--- src/rtl/core/hfa_pkg.sv ---
// Package for the hole fit allocator: size defaults, field widths, policy and
// action codes, controller state type, and the controller/datapath structs.
// No dependencies.
package hfa_pkg;

  localparam int NUM_HOLES_DEF = 8;
  localparam int SIZE_BITS_DEF = 16;
  localparam int INDEX_BITS    = 3;
  localparam int POLICY_BITS   = 2;

  // fit policy codes; the spare code behaves as first fit
  localparam logic [POLICY_BITS-1:0] FIT_FIRST = 2'd0;
  localparam logic [POLICY_BITS-1:0] FIT_BEST  = 2'd1;
  localparam logic [POLICY_BITS-1:0] FIT_WORST = 2'd2;

  // action codes
  localparam logic ACT_LOAD  = 1'b0;
  localparam logic ACT_ALLOC = 1'b1;

  typedef enum logic [1:0] {
    ST_IDLE,
    ST_SCAN,
    ST_DRAIN,
    ST_FINISH
  } state_t;

  typedef struct packed {
    logic idle;    // input may be taken
    logic scan;    // issue table read for current count
    logic commit;  // write table, load output register
  } ctrl_cmd_t;

  typedef struct packed {
    logic in_valid;
    logic in_alloc;
    logic scan_last;
    logic out_free;
  } ctrl_stat_t;

endpackage

--- src/rtl/core/hfa_ifs.sv ---
// Channel interfaces of the hole fit allocator: request, result and policy
// configuration. Depends on hfa_pkg.
interface hfa_in_if #(
  parameter int SIZE_BITS = hfa_pkg::SIZE_BITS_DEF
);
  logic                         valid;
  logic                         ready;
  logic                         action;
  logic [hfa_pkg::INDEX_BITS-1:0] hole_index;
  logic [SIZE_BITS-1:0]         size_value;

  modport source (output valid, action, hole_index, size_value, input ready);
  modport sink   (input valid, action, hole_index, size_value, output ready);
endinterface

interface hfa_out_if #(
  parameter int SIZE_BITS = hfa_pkg::SIZE_BITS_DEF
);
  logic                         valid;
  logic                         ready;
  logic                         granted;
  logic [hfa_pkg::INDEX_BITS-1:0] chosen_index;
  logic [SIZE_BITS-1:0]         remaining;

  modport source (output valid, granted, chosen_index, remaining, input ready);
  modport sink   (input valid, granted, chosen_index, remaining, output ready);
endinterface

interface hfa_cfg_if;
  logic                            valid;
  logic                            ready;
  logic [hfa_pkg::POLICY_BITS-1:0] fit_policy;

  modport source (output valid, fit_policy, input ready);
  modport sink   (input valid, fit_policy, output ready);
endinterface

--- src/rtl/core/hole_fit_allocator_unit.sv ---
// Hole fit allocator, top level: controller plus datapath.
// Depends on hfa_pkg, hfa_ifs, hfa_ram, hfa_ctrl and hfa_datapath.
//
// Keeps a table of NUM_HOLES free hole sizes. Each transaction on alloc_in
// either loads one hole size (action load) or requests an allocation of
// size_value (action allocate). Every input transaction yields exactly one
// transaction on alloc_out: loads report zeros, allocations report the grant,
// the chosen hole and the size left in it, which is written back.
// cfg carries fit_policy: first, best or worst fit; the spare code is first
// fit. cfg is always ready; the user must see that cfg is written only while
// the block is idle, as the block itself does not enforce this.
//
// A load goes from the idle state straight to the finish state; an allocation
// first scans the table, one hole per cycle through the single RAM read port,
// then drains the registered read before the finish state commits. A new
// request is taken only in the idle state, after the last one has committed.
// The result sits in an output register; a new request is taken and scanned
// while it waits. If alloc_out stalls, the next result holds in its last step,
// table untouched, until the register frees up.
// Reset (rst, synchronous) empties all holes, sets first fit and drops valid.
module hole_fit_allocator_unit #(
  parameter int NUM_HOLES = hfa_pkg::NUM_HOLES_DEF,
  parameter int SIZE_BITS = hfa_pkg::SIZE_BITS_DEF
) (
  input  logic      clk,
  input  logic      rst,
  hfa_cfg_if.sink   cfg,
  hfa_in_if.sink    alloc_in,
  hfa_out_if.source alloc_out
);
  import hfa_pkg::*;

  ctrl_cmd_t  cmd;
  ctrl_stat_t stat;

  // sequencing: idle, scan, drain the last read, commit
  hfa_ctrl u_ctrl (
    .clk  (clk),
    .rst  (rst),
    .stat (stat),
    .cmd  (cmd)
  );

  // table, compare and result registers
  hfa_datapath #(
    .NUM_HOLES (NUM_HOLES),
    .SIZE_BITS (SIZE_BITS)
  ) u_datapath (
    .clk       (clk),
    .rst       (rst),
    .alloc_in  (alloc_in),
    .alloc_out (alloc_out),
    .cfg       (cfg),
    .cmd       (cmd),
    .stat      (stat)
  );

endmodule

--- src/rtl/core/hfa_ram.sv ---
// Generic single-clock RAM, one write port, one read port, registered read.
// No dependencies.
module hfa_ram #(
  parameter int WIDTH = 16,
  parameter int DEPTH = 8
) (
  input  logic                     clk,
  input  logic                     wr_en,
  input  logic [$clog2(DEPTH)-1:0] wr_addr,
  input  logic [WIDTH-1:0]         wr_data,
  input  logic [$clog2(DEPTH)-1:0] rd_addr,
  output logic [WIDTH-1:0]         rd_data
);

  logic [WIDTH-1:0] mem [DEPTH];

  always_ff @(posedge clk) begin
    if (wr_en) begin
      mem[wr_addr] <= wr_data;
    end
    rd_data <= mem[rd_addr];
  end

endmodule

--- src/rtl/core/hfa_ctrl.sv ---
// Controller state machine of the hole fit allocator.
// Depends on hfa_pkg.
module hfa_ctrl (
  input  logic                clk,
  input  logic                rst,
  input  hfa_pkg::ctrl_stat_t stat,
  output hfa_pkg::ctrl_cmd_t  cmd
);
  import hfa_pkg::*;

  state_t state;
  state_t state_next;

  always_ff @(posedge clk) begin
    if (rst) begin
      state <= ST_IDLE;
    end else begin
      state <= state_next;
    end
  end

  always_comb begin
    state_next = state;
    case (state)
      ST_IDLE: begin
        if (stat.in_valid) begin
          state_next = stat.in_alloc ? ST_SCAN : ST_FINISH;
        end
      end
      ST_SCAN: begin
        if (stat.scan_last) begin
          state_next = ST_DRAIN;
        end
      end
      ST_DRAIN: begin
        state_next = ST_FINISH;
      end
      ST_FINISH: begin
        if (stat.out_free) begin
          state_next = ST_IDLE;
        end
      end
      default: begin
        state_next = ST_IDLE;
      end
    endcase
  end

  always_comb begin
    cmd = '0;
    case (state)
      ST_IDLE:   cmd.idle   = 1'b1;
      ST_SCAN:   cmd.scan   = 1'b1;
      ST_DRAIN:  cmd        = '0;
      ST_FINISH: cmd.commit = stat.out_free;
      default:   cmd        = '0;
    endcase
  end

endmodule

--- src/rtl/core/hfa_datapath.sv ---
// Datapath of the hole fit allocator: hole table, scan compare, pick
// registers, policy register and output register.
// Depends on hfa_pkg, hfa_ifs and hfa_ram.
module hfa_datapath #(
  parameter int NUM_HOLES = hfa_pkg::NUM_HOLES_DEF,
  parameter int SIZE_BITS = hfa_pkg::SIZE_BITS_DEF
) (
  input  logic                clk,
  input  logic                rst,
  hfa_in_if.sink              alloc_in,
  hfa_out_if.source           alloc_out,
  hfa_cfg_if.sink             cfg,
  input  hfa_pkg::ctrl_cmd_t  cmd,
  output hfa_pkg::ctrl_stat_t stat
);
  import hfa_pkg::*;

  localparam int ADDR_W = $clog2(NUM_HOLES);

  logic [POLICY_BITS-1:0] policy;
  logic                   action;
  logic [INDEX_BITS-1:0]  load_idx;
  logic [SIZE_BITS-1:0]   req;
  logic [ADDR_W-1:0]      cnt;
  logic                   eval_en;
  logic [ADDR_W-1:0]      eval_idx;
  logic                   found;
  logic [ADDR_W-1:0]      pick;
  logic [SIZE_BITS-1:0]   pick_size;
  logic [NUM_HOLES-1:0]   hole_valid;
  logic                   out_valid;

  logic                   accept;
  logic [SIZE_BITS-1:0]   rd_data;
  logic [SIZE_BITS-1:0]   hole;
  logic                   hole_nz;
  logic                   hole_fits;
  logic                   take;
  logic                   grant;
  logic [SIZE_BITS-1:0]   left;
  logic                   load_ok;
  logic                   wr_en;
  logic [ADDR_W-1:0]      wr_addr;
  logic [SIZE_BITS-1:0]   wr_data;

  assign accept         = cmd.idle && alloc_in.valid;
  assign alloc_in.ready = cmd.idle;
  assign cfg.ready      = 1'b1;

  assign stat.in_valid  = alloc_in.valid;
  assign stat.in_alloc  = (alloc_in.action == ACT_ALLOC);
  assign stat.scan_last = (cnt == ADDR_W'(NUM_HOLES - 1));
  assign stat.out_free  = !out_valid || alloc_out.ready;

  always_ff @(posedge clk) begin
    if (rst) begin
      policy <= FIT_FIRST;
    end else if (cfg.valid) begin
      policy <= cfg.fit_policy;
    end
  end

  always_ff @(posedge clk) begin
    if (accept) begin
      action   <= alloc_in.action;
      load_idx <= alloc_in.hole_index;
      req      <= alloc_in.size_value;
    end
  end

  // scan counter drives the table read; the compare runs in the cycle after each read is issued
  always_ff @(posedge clk) begin
    if (accept) begin
      cnt <= '0;
    end else if (cmd.scan) begin
      cnt <= cnt + 1'b1;
    end
    eval_idx <= cnt;
  end

  always_ff @(posedge clk) begin
    if (rst) begin
      eval_en <= 1'b0;
    end else begin
      eval_en <= cmd.scan;
    end
  end

  // entries never written read as empty
  assign hole      = hole_valid[eval_idx] ? rd_data : '0;
  assign hole_nz   = (hole != '0);
  assign hole_fits = hole_nz && (hole >= req);

  always_comb begin
    case (policy)
      FIT_BEST:  take = hole_fits && (!found || (hole < pick_size));
      FIT_WORST: take = hole_nz && (!found || (hole > pick_size));
      default:   take = hole_fits && !found;
    endcase
  end

  always_ff @(posedge clk) begin
    if (rst) begin
      found <= 1'b0;
    end else if (accept) begin
      found <= 1'b0;
    end else if (eval_en && take) begin
      found <= 1'b1;
    end
  end

  always_ff @(posedge clk) begin
    if (eval_en && take) begin
      pick      <= eval_idx;
      pick_size <= hole;
    end
  end

  // worst fit picks the largest hole first, so the fit is checked here
  assign grant   = (action == ACT_ALLOC) && found && (pick_size != '0) &&
                   (pick_size >= req);
  assign left    = pick_size - req;
  assign load_ok = (32'(load_idx) < 32'(NUM_HOLES));

  assign wr_en   = cmd.commit && ((action == ACT_ALLOC) ? grant : load_ok);
  assign wr_addr = (action == ACT_ALLOC) ? pick : ADDR_W'(load_idx);
  assign wr_data = (action == ACT_ALLOC) ? left : req;

  always_ff @(posedge clk) begin
    if (rst) begin
      hole_valid <= '0;
    end else if (wr_en) begin
      hole_valid[wr_addr] <= 1'b1;
    end
  end

  hfa_ram #(
    .WIDTH (SIZE_BITS),
    .DEPTH (NUM_HOLES)
  ) u_hole_ram (
    .clk     (clk),
    .wr_en   (wr_en),
    .wr_addr (wr_addr),
    .wr_data (wr_data),
    .rd_addr (cnt),
    .rd_data (rd_data)
  );

  always_ff @(posedge clk) begin
    if (rst) begin
      out_valid <= 1'b0;
    end else if (cmd.commit) begin
      out_valid <= 1'b1;
    end else if (alloc_out.ready) begin
      out_valid <= 1'b0;
    end
  end

  always_ff @(posedge clk) begin
    if (cmd.commit) begin
      alloc_out.granted      <= grant;
      alloc_out.chosen_index <= grant ? INDEX_BITS'(pick) : '0;
      alloc_out.remaining    <= grant ? left : '0;
    end
  end

  assign alloc_out.valid = out_valid;

endmodule

--- src/flat_wrapper.sv ---
// flat-port wrapper written by rule: the top's interface ports become plain ports
module hole_fit_allocator_unit_flat import hfa_pkg::*;
#(
  parameter int NUM_HOLES = hfa_pkg::NUM_HOLES_DEF,
  parameter int SIZE_BITS = hfa_pkg::SIZE_BITS_DEF
)
  (clk, rst, cfg_valid, cfg_fit_policy, cfg_ready, alloc_in_valid, alloc_in_action, alloc_in_hole_index, alloc_in_size_value, alloc_in_ready, alloc_out_valid, alloc_out_granted, alloc_out_chosen_index, alloc_out_remaining, alloc_out_ready);
  hfa_cfg_if cfg_i ();
  hfa_in_if #(.SIZE_BITS(SIZE_BITS)) alloc_in_i ();
  hfa_out_if #(.SIZE_BITS(SIZE_BITS)) alloc_out_i ();
  input  logic clk;
  input  logic rst;
  input wire logic [$bits(cfg_i.valid)-1:0] cfg_valid;
  input wire logic [$bits(cfg_i.fit_policy)-1:0] cfg_fit_policy;
  output wire logic [$bits(cfg_i.ready)-1:0] cfg_ready;
  input wire logic [$bits(alloc_in_i.valid)-1:0] alloc_in_valid;
  input wire logic [$bits(alloc_in_i.action)-1:0] alloc_in_action;
  input wire logic [$bits(alloc_in_i.hole_index)-1:0] alloc_in_hole_index;
  input wire logic [$bits(alloc_in_i.size_value)-1:0] alloc_in_size_value;
  output wire logic [$bits(alloc_in_i.ready)-1:0] alloc_in_ready;
  output wire logic [$bits(alloc_out_i.valid)-1:0] alloc_out_valid;
  output wire logic [$bits(alloc_out_i.granted)-1:0] alloc_out_granted;
  output wire logic [$bits(alloc_out_i.chosen_index)-1:0] alloc_out_chosen_index;
  output wire logic [$bits(alloc_out_i.remaining)-1:0] alloc_out_remaining;
  input wire logic [$bits(alloc_out_i.ready)-1:0] alloc_out_ready;
  assign cfg_i.valid = cfg_valid;
  assign cfg_i.fit_policy = cfg_fit_policy;
  assign cfg_ready = cfg_i.ready;
  assign alloc_in_i.valid = alloc_in_valid;
  assign alloc_in_i.action = alloc_in_action;
  assign alloc_in_i.hole_index = alloc_in_hole_index;
  assign alloc_in_i.size_value = alloc_in_size_value;
  assign alloc_in_ready = alloc_in_i.ready;
  assign alloc_out_valid = alloc_out_i.valid;
  assign alloc_out_granted = alloc_out_i.granted;
  assign alloc_out_chosen_index = alloc_out_i.chosen_index;
  assign alloc_out_remaining = alloc_out_i.remaining;
  assign alloc_out_i.ready = alloc_out_ready;
  hole_fit_allocator_unit #(.NUM_HOLES(NUM_HOLES), .SIZE_BITS(SIZE_BITS)) u_core (.clk(clk), .rst(rst), .cfg(cfg_i), .alloc_in(alloc_in_i), .alloc_out(alloc_out_i));
endmodule
--- config.mk ---
export PLATFORM = sky130hd
export DESIGN_NAME = hole_fit_allocator_unit_flat
export DESIGN_NICKNAME = d
export VERILOG_FILES = /design/src/rtl/core/hfa_pkg.sv /design/src/rtl/core/hfa_ifs.sv /design/src/rtl/core/hole_fit_allocator_unit.sv /design/src/rtl/core/hfa_ram.sv /design/src/rtl/core/hfa_ctrl.sv /design/src/rtl/core/hfa_datapath.sv /design/src/flat_wrapper.sv
export SDC_FILE = /design/constraint.sdc
export NUM_CORES = 1
export LEC_CHECK = 0
export BUFFER_PORTS_ARGS = -buffer_cell sky130_fd_sc_hd__buf_2
export CAP_MARGIN = 20
export CORE_MARGIN = 4
export CORE_UTILIZATION = 61
export DETAILED_ROUTE_END_ITERATION = 7
export PLACE_DENSITY = 0.85
export SLEW_MARGIN = 20
export SYNTH_ARGS = -nofsm -noshare
export SYNTH_HDL_FRONTEND = slang
export SYNTH_SLANG_ARGS = --single-unit
--- constraint.sdc ---
create_clock -name clk -period 4.6 [get_ports clk]
set_input_delay 0.69 -clock clk [delete_from_list [all_inputs] [get_ports clk]]
set_output_delay 0.69 -clock clk [all_outputs]
set_load 0.03 [all_outputs]
# Word level (Yosys, flattened, before mapping)
# Memory sizes are Yosys's and may differ from the RTL's. A register that Yosys moved wholly into a read port is not among the register bits.
# Cells that the tools add are included.
# Widths: inputs -> output; s select.
word_totals:
  reg_bits: 80
  ramBits: 128
  out_inout_bits: 23
  memories: 1
mem_list:
  columns: ["memory", "depth", "width", "read_ports", "rd_clocked_by_memory_dff", "wr", "line", "text"]
  rows:
  - ["u_core.u_datapath.u_hole_ram.mem", 8, 16, 1, 1, 1, "hfa_ram.sv:15", "logic [WIDTH-1:0] mem [DEPTH];"]
classes:
  add_sub_neg: 2
  order_cmp: 7
  n_eq_ne: 9
  mux: 21
  n_bitwise: 1
  reduce_logical: 22
ops:
  columns: ["op", "count"]
  rows:
  - ["$ge 16x16->1", 2]
  - ["$mux 16", 2]
  - ["$reduce_bool 16->1", 2]
  - ["$gt 16x16->1", 1]
  - ["$lt 16x16->1", 1]
  - ["$sub 16x16->16", 1]
  - ["$logic_and 1x1->1", 11]
  - ["$mux 1", 10]
  - ["$lt 3x4->1 const B", 2]
  - ["$mux 2", 4]
  - ["$or 8x8->8", 1]
  - ["$pmux 2 s4", 1]
  - ["$eq 2x2->1 const B", 3]
  - ["$eq 2x1->1 const B", 2]
  - ["$ne 2x2->1 const B", 2]
  - ["$add 3x1->3 const B", 1]
  - ["$bmux 1 s3", 1]
  - ["$demux 1 s3", 1]
  - ["$eq 3x3->1 const B", 1]
  - ["$ge 3x1->1 const B", 1]
  - ["$logic_or 1x1->1", 3]
  - ["$mux 3", 1]
  - ["$reduce_and 3->1", 1]
  - ["$logic_not 1->1", 2]
  - ["other kinds (5)", 5]

# Longest topological paths before layout
depth:
  word_depth: 8
  mapped_depth: 13

# Hierarchy
# A second synthesis with hierarchy kept.
unflattened:
  hier_cells: 659
  hier_area_um2: 10152.2
modules_own_cells:
  columns: ["module", "instances", "cells_per_inst", "area_each_um2", "seq_area_each_um2"]
  rows:
  - ["hfa_ram", 1, 214, 5293.8, 4164.0]
  - ["hfa_datapath", 1, 425, 4644.5, 2152.1]
  - ["hfa_ctrl", 1, 20, 214.0, 40.0]

# Worst setup path after synthesis
# OpenSTA, ideal clock, no wires.
synth_path:
  path_kind: "register to register"
  from: "register u_core.u_datapath.eval_idx[1]"
  to: "register u_core.u_datapath.pick[0] (enable)"
  setup_time_ps: 397
  arrival_time_ps: 3752
  slack_ps: 451
  stages_incl_launch_ff: 13
  path_buffers: 2
  cell_sequence: "dfxtp_1 -> mux4_1 -> mux2i_1 -> buf_4 -> clkbuf_1 -> nor2b_1 -> ha_1 -> a21o_1 -> a221o_1 -> a41oi_1 -> nand3b_1 -> o22a_1 -> o21ai_1"
synth_between:
  elab_chain_cells: 8
  word_cells_on_any_way: 15
synth_lines:
  columns: ["element", "line", "text"]
  rows:
  - ["from (decl)", "hfa_datapath.sv:26", "logic [ADDR_W-1:0] eval_idx;"]
  - ["from (signal assigned)", "hfa_datapath.sv:78", "eval_idx <= cnt;"]
  - ["$bmux 1 s3 (*)", "hfa_datapath.sv:90", "assign hole = hole_valid[eval_idx] ? rd_data : '0;"]
  - ["$mux 1 (implied by the code) (*)", "hfa_datapath.sv:90", null]
  - ["$mux 16 (*)", "hfa_datapath.sv:90", null]
  - ["via u_core.u_datapath.hole[14]", "hfa_datapath.sv:35", "logic [SIZE_BITS-1:0] hole;"]
  - ["$ge 16x16->1, or another cell as far along", "hfa_datapath.sv:92", "assign hole_fits = hole_nz && (hole >= req);"]
  - ["$logic_and 1x1->1, or another cell as far along", "hfa_datapath.sv:92", null]
  - ["$logic_and 1x1->1 (on tied branches)", "hfa_datapath.sv:98, hfa_datapath.sv:96, hfa_datapath.sv:97", null]
  - ["$pmux 1 s2 (*)", "hfa_datapath.sv:95", "case (policy)"]
  - ["$logic_and 1x1->1 (*)", "hfa_datapath.sv:113", "if (eval_en && take) begin"]
  - ["to (signal assigned)", "hfa_datapath.sv:114", "pick <= eval_idx;"]
  - ["to (decl)", "hfa_datapath.sv:28", "logic [ADDR_W-1:0] pick;"]
# Mark *: on every way through the listed nets, which the timed path passes. The rest lies on a longest branch. The select of a mux whose other input is x is not followed.
# A chain may end at the register's enable or synchronous reset.

# Final worst setup path
layout_path:
  from: "register u_core.u_datapath.pick_size[2]"
  to: "memory u_core.u_datapath.u_hole_ram.mem[4][2] (enable)"
layout_between:
  elab_chain_cells: 7
  word_cells_on_any_way: 8
layout_lines:
  columns: ["element", "line", "text"]
  rows:
  - ["from (decl)", "hfa_datapath.sv:29", "logic [SIZE_BITS-1:0] pick_size;"]
  - ["from (signal assigned)", "hfa_datapath.sv:115", "pick_size <= hole;"]
  - ["branches (longest 2 deep; another with $ge 16x16->1)", null, null]
  - ["$logic_and 1x1->1 (*)", "hfa_datapath.sv:120", "assign grant = (action == ACT_ALLOC) && found && (pick_size != '0) &&"]
  - ["$mux 1 (*)", "hfa_datapath.sv:125", "assign wr_en = cmd.commit && ((action == ACT_ALLOC) ? grant : load_ok);"]
  - ["$logic_and 1x1->1 (*)", "hfa_datapath.sv:125", null]
  - ["$mux 1 (*)", "hfa_ram.sv:18", "if (wr_en) begin"]
  - ["$mux 1 (implied by the code) (*)", "hfa_ram.sv:19", "mem[wr_addr] <= wr_data;"]
  - ["to (decl)", "hfa_ram.sv:15", null]
# Every way passes the cells marked *.

==> summary.txt <==
TritonCTS Buffers -> 24
Global Route Usage Sum -> 26.24%
Power Dens Cells -> 515.9 nW/um2
detailed placement HPWL -> 15980 um
largest buffer count on any clock path -> 3
Syn Area/Cell -> 14.52 um2
CP Data Required Time -> 4.78 ns
CP delay by family, top -> compound AO/OA/AOI/OAI gates
Port Buffer Count -> 48
Initial DRC Count -> 777
maxcap violations -> 0
depth of the CTS H-tree -> 1
clock tree root driver cell -> clkbuf_16
Max Clk Rate -> 265.4 MHz
Fin Setup TNS -> 0 ns
cell at the slowest stage of the critical path -> nand2_1
share of layout cells above drive strength 1 -> 21.55%
Worst Hold Class -> in2reg
mapped cell area -> 10000 um2
Max rail drop VDD -> 0.0004185 V
total gr overflow -> 0
wire length per cell -> 23.91 um
starting density of the core -> 62.53%
WP data arrival -> 3.95 ns
die area -> 18510 um2
core box area -> 16000 um2
critical path class -> reg2reg
Yosys reg bits -> 224
row cnt -> 46
Worst path max stage delay -> 0.57 ns
Ports -> 50
CP Max Fanout -> 16
post-synthesis sequential area ratio -> 63.53%
Post-DP Area -> 10540 um2
top_reg_cell synth -> edfxtp_1
Placer Congestion -> 0.9611
RSZ-0062 raised after global routing -> no
Die W -> 136.1 um
clock skew -> 0.01329 ns
Fin. Hold Viols -> 0
CTS tree -> yes
CP Cell Sequence -> ha_1 > nand3_1 > nor4_1 > a211o_1 > o311a_1 > nand2_1 > o22ai_1 > buf_4
drt drc -> 0
initial antenna violation count -> 0
Critical Path Source Type -> flip-flop
DRT antenna net count -> 0
worst-margin pin slew -> 1.187 ns
Area Overhead vs Synth -> 13.82%
final hold slack -> 0.3457 ns
clk sink count -> 224
syn nets -> 769
Post-synth EDFFs -> 187
Via density -> 6.382
Mapped Cells -> 689
final setup fails -> 0
cts repair resizes -> 0
first-pass GRT wire length -> 36260 um
Tmin final -> 3.767 ns
asr flop ratio synth -> 0%
period utilisation layout -> 81.90%
final net count -> 837
die span in y -> 136.1 um
Skew-Pair Late Insertion Delay -> 0.52 ns
total wire length -> 23690 um
CTS clk-pin slew, worst paths -> 0.06 ns
crit end category -> flip-flop
P_leak -> 4.302 nW
Final Max Tran Viols -> 0
first-pass detailed-route iteration total -> 5
Cell variety after synth -> 67
largest net degree at the start of global routing -> 36
status -> completed
Rel. slew slack -> 20.06%
vias in the first global route -> 6503
Fill cells -> 1041
hold buffer count at cts -> 0
yosys warns -> 0
Setup Buffers After CTS -> 0
design area -> 11390 um2
vias after detailed routing -> 6325
worst path bufs/invs -> 1
diode count -> 0
area by class of cell:
cell class | count | area [um2] | area share, %
tap | 216 | 270.3 | 2.373
inverter | 61 | 229.0 | 2.011
multi-input combinational | 381 | 3323 | 29.18
timing repair buffer | 65 | 367.9 | 3.230
clock buffer | 31 | 678.2 | 5.955
sequential | 224 | 6357 | 55.83
clock inverter | 13 | 161.4 | 1.417
registers in the layout, summed over array words and instances, names as in the netlist:
signal / cells
u_core.u_datapath.req: 16
u_core.u_datapath.eval_en: 1
u_core.u_datapath.alloc_out.valid: 1
u_core.u_datapath.action: 1
u_core.u_datapath.found: 1
u_core.u_datapath.cnt: 3
u_core.u_datapath.alloc_out.granted: 1
u_core.u_datapath.alloc_out.remaining: 16
u_core.u_datapath.hole_valid: 8
u_core.u_datapath.eval_idx: 3
u_core.u_datapath.pick: 3
u_core.u_datapath.policy: 2
u_core.u_datapath.u_hole_ram.mem: 128
u_core.u_datapath.pick_size: 16
u_core.u_datapath.alloc_out.chosen_index: 3
u_core.u_ctrl.state: 2
u_core.u_datapath.u_hole_ram.rd_data: 16
u_core.u_datapath.load_idx: 3
final timing paths:
path                                                                from                                                to  slack, ns  cells after the start
worst max-delay path            u_core.u_datapath.pick_size[2]$_DFFE_PP_  u_core.u_datapath.u_hole_ram.mem[4][2]$_DFFE_PP_       0.83                      8
worst min-delay path                              alloc_in_size_value[8]                u_core.u_datapath.req[8]$_DFFE_PP_       0.35                      1
worst max register to register  u_core.u_datapath.pick_size[2]$_DFFE_PP_  u_core.u_datapath.u_hole_ram.mem[4][2]$_DFFE_PP_       0.83                      8
worst min register to register     u_core.u_datapath.cnt[0]$_SDFFE_PP0P_             u_core.u_datapath.eval_idx[0]$_DFF_P_       0.44                      0
stage by stage:
stage / cells / util, % / power, mW / worst slack, ns
after global routing: 991 / 71.17 / 6.096 / 0.6273
after floorplan: 689 / - / 3.467 / 0.4506
after detailed placement: 946 / 65.84 / 3.860 / 0.9649
after CTS: 990 / 71.09 / 5.874 / 0.8289
final: 991 / 71.17 / 5.875 / 0.8327
after global placement: 946 / 65.84 / 3.785 / 1.103
cell usage in the layout, fill, tap and decap left out, types with 10 or more instances in the layout:
| cell | netlist | routed |
|---|---|---|
| nand2_1 | 37 | 37 |
| and3_1 | 10 | 10 |
| buf_4 | 2 | 16 |
| ha_1 | 52 | 52 |
| o22ai_1 | 15 | 15 |
| dfxtp_1 | 37 | 36 |
| inv_1 | 61 | 61 |
| mux4_2 | 32 | 32 |
| nor2_1 | 30 | 30 |
| buf_2 | 5 | 48 |
| o21ai_0 | 19 | 18 |
| nor2b_1 | 23 | 23 |
| clkbuf_16 | 0 | 25 |
| mux2_2 | 21 | 21 |
| edfxtp_1 | 187 | 187 |
| a21oi_1 | 22 | 22 |
power breakdown:
part / leakage, nW / switching [mW] / internal, mW
Sequential: 2.00 / 0.131 / 2.52
Combinational: 1.89 / 0.766 / 0.458
Clock: 0.415 / 0.783 / 1.22
Total: 4.30 / 1.68 / 4.19
per-layer routing:
| metal | share of wire [%] | track usage, % |
|---|---|---|
| met5 | 0 | 0 |
| met4 | 3.7 | 10.64 |
| met3 | 6.8 | 3.590 |
| met2 | 50 | 44.63 |
| met1 | 40 | 34.34 |
Yosys cell counts (8+ instances only):
cell type	number	area share, %
nor2_1	30	1.1
nand2_1	37	1.4
nor2b_1	23	1.4
dfxtp_1	37	7.4
nor4_1	9	0.56
o21ai_0	19	0.95
clkbuf_1	14	0.53
mux2_2	21	2.4
mux4_2	32	7.2
nor3_1	9	0.45
and3_1	10	0.63
o22ai_1	15	0.94
a21o_1	8	0.60
a21oi_1	22	1.1
inv_1	61	2.3
nand3_1	9	0.45
edfxtp_1	187	56
ha_1	52	6.5
kinds of logic (layout without fill, tap and decap cells):
| family | Yosys count | in the layout | share of synthesized area, % |
|---|---|---|---|
| other cells | 1 | 1 | 0.03748 |
| fa+ha+maj | 53 | 53 | 6.703 |
| mux | 61 | 61 | 10.69 |
| flops | 224 | 224 | 63.53 |
| buf+inv | 84 | 170 | 3.301 |
| compound gates | 110 | 110 | 7.504 |
| simple gates | 146 | 146 | 7.354 |
| xor+xnor | 10 | 10 | 0.8754 |
Power figures use the tool's default switching activity.
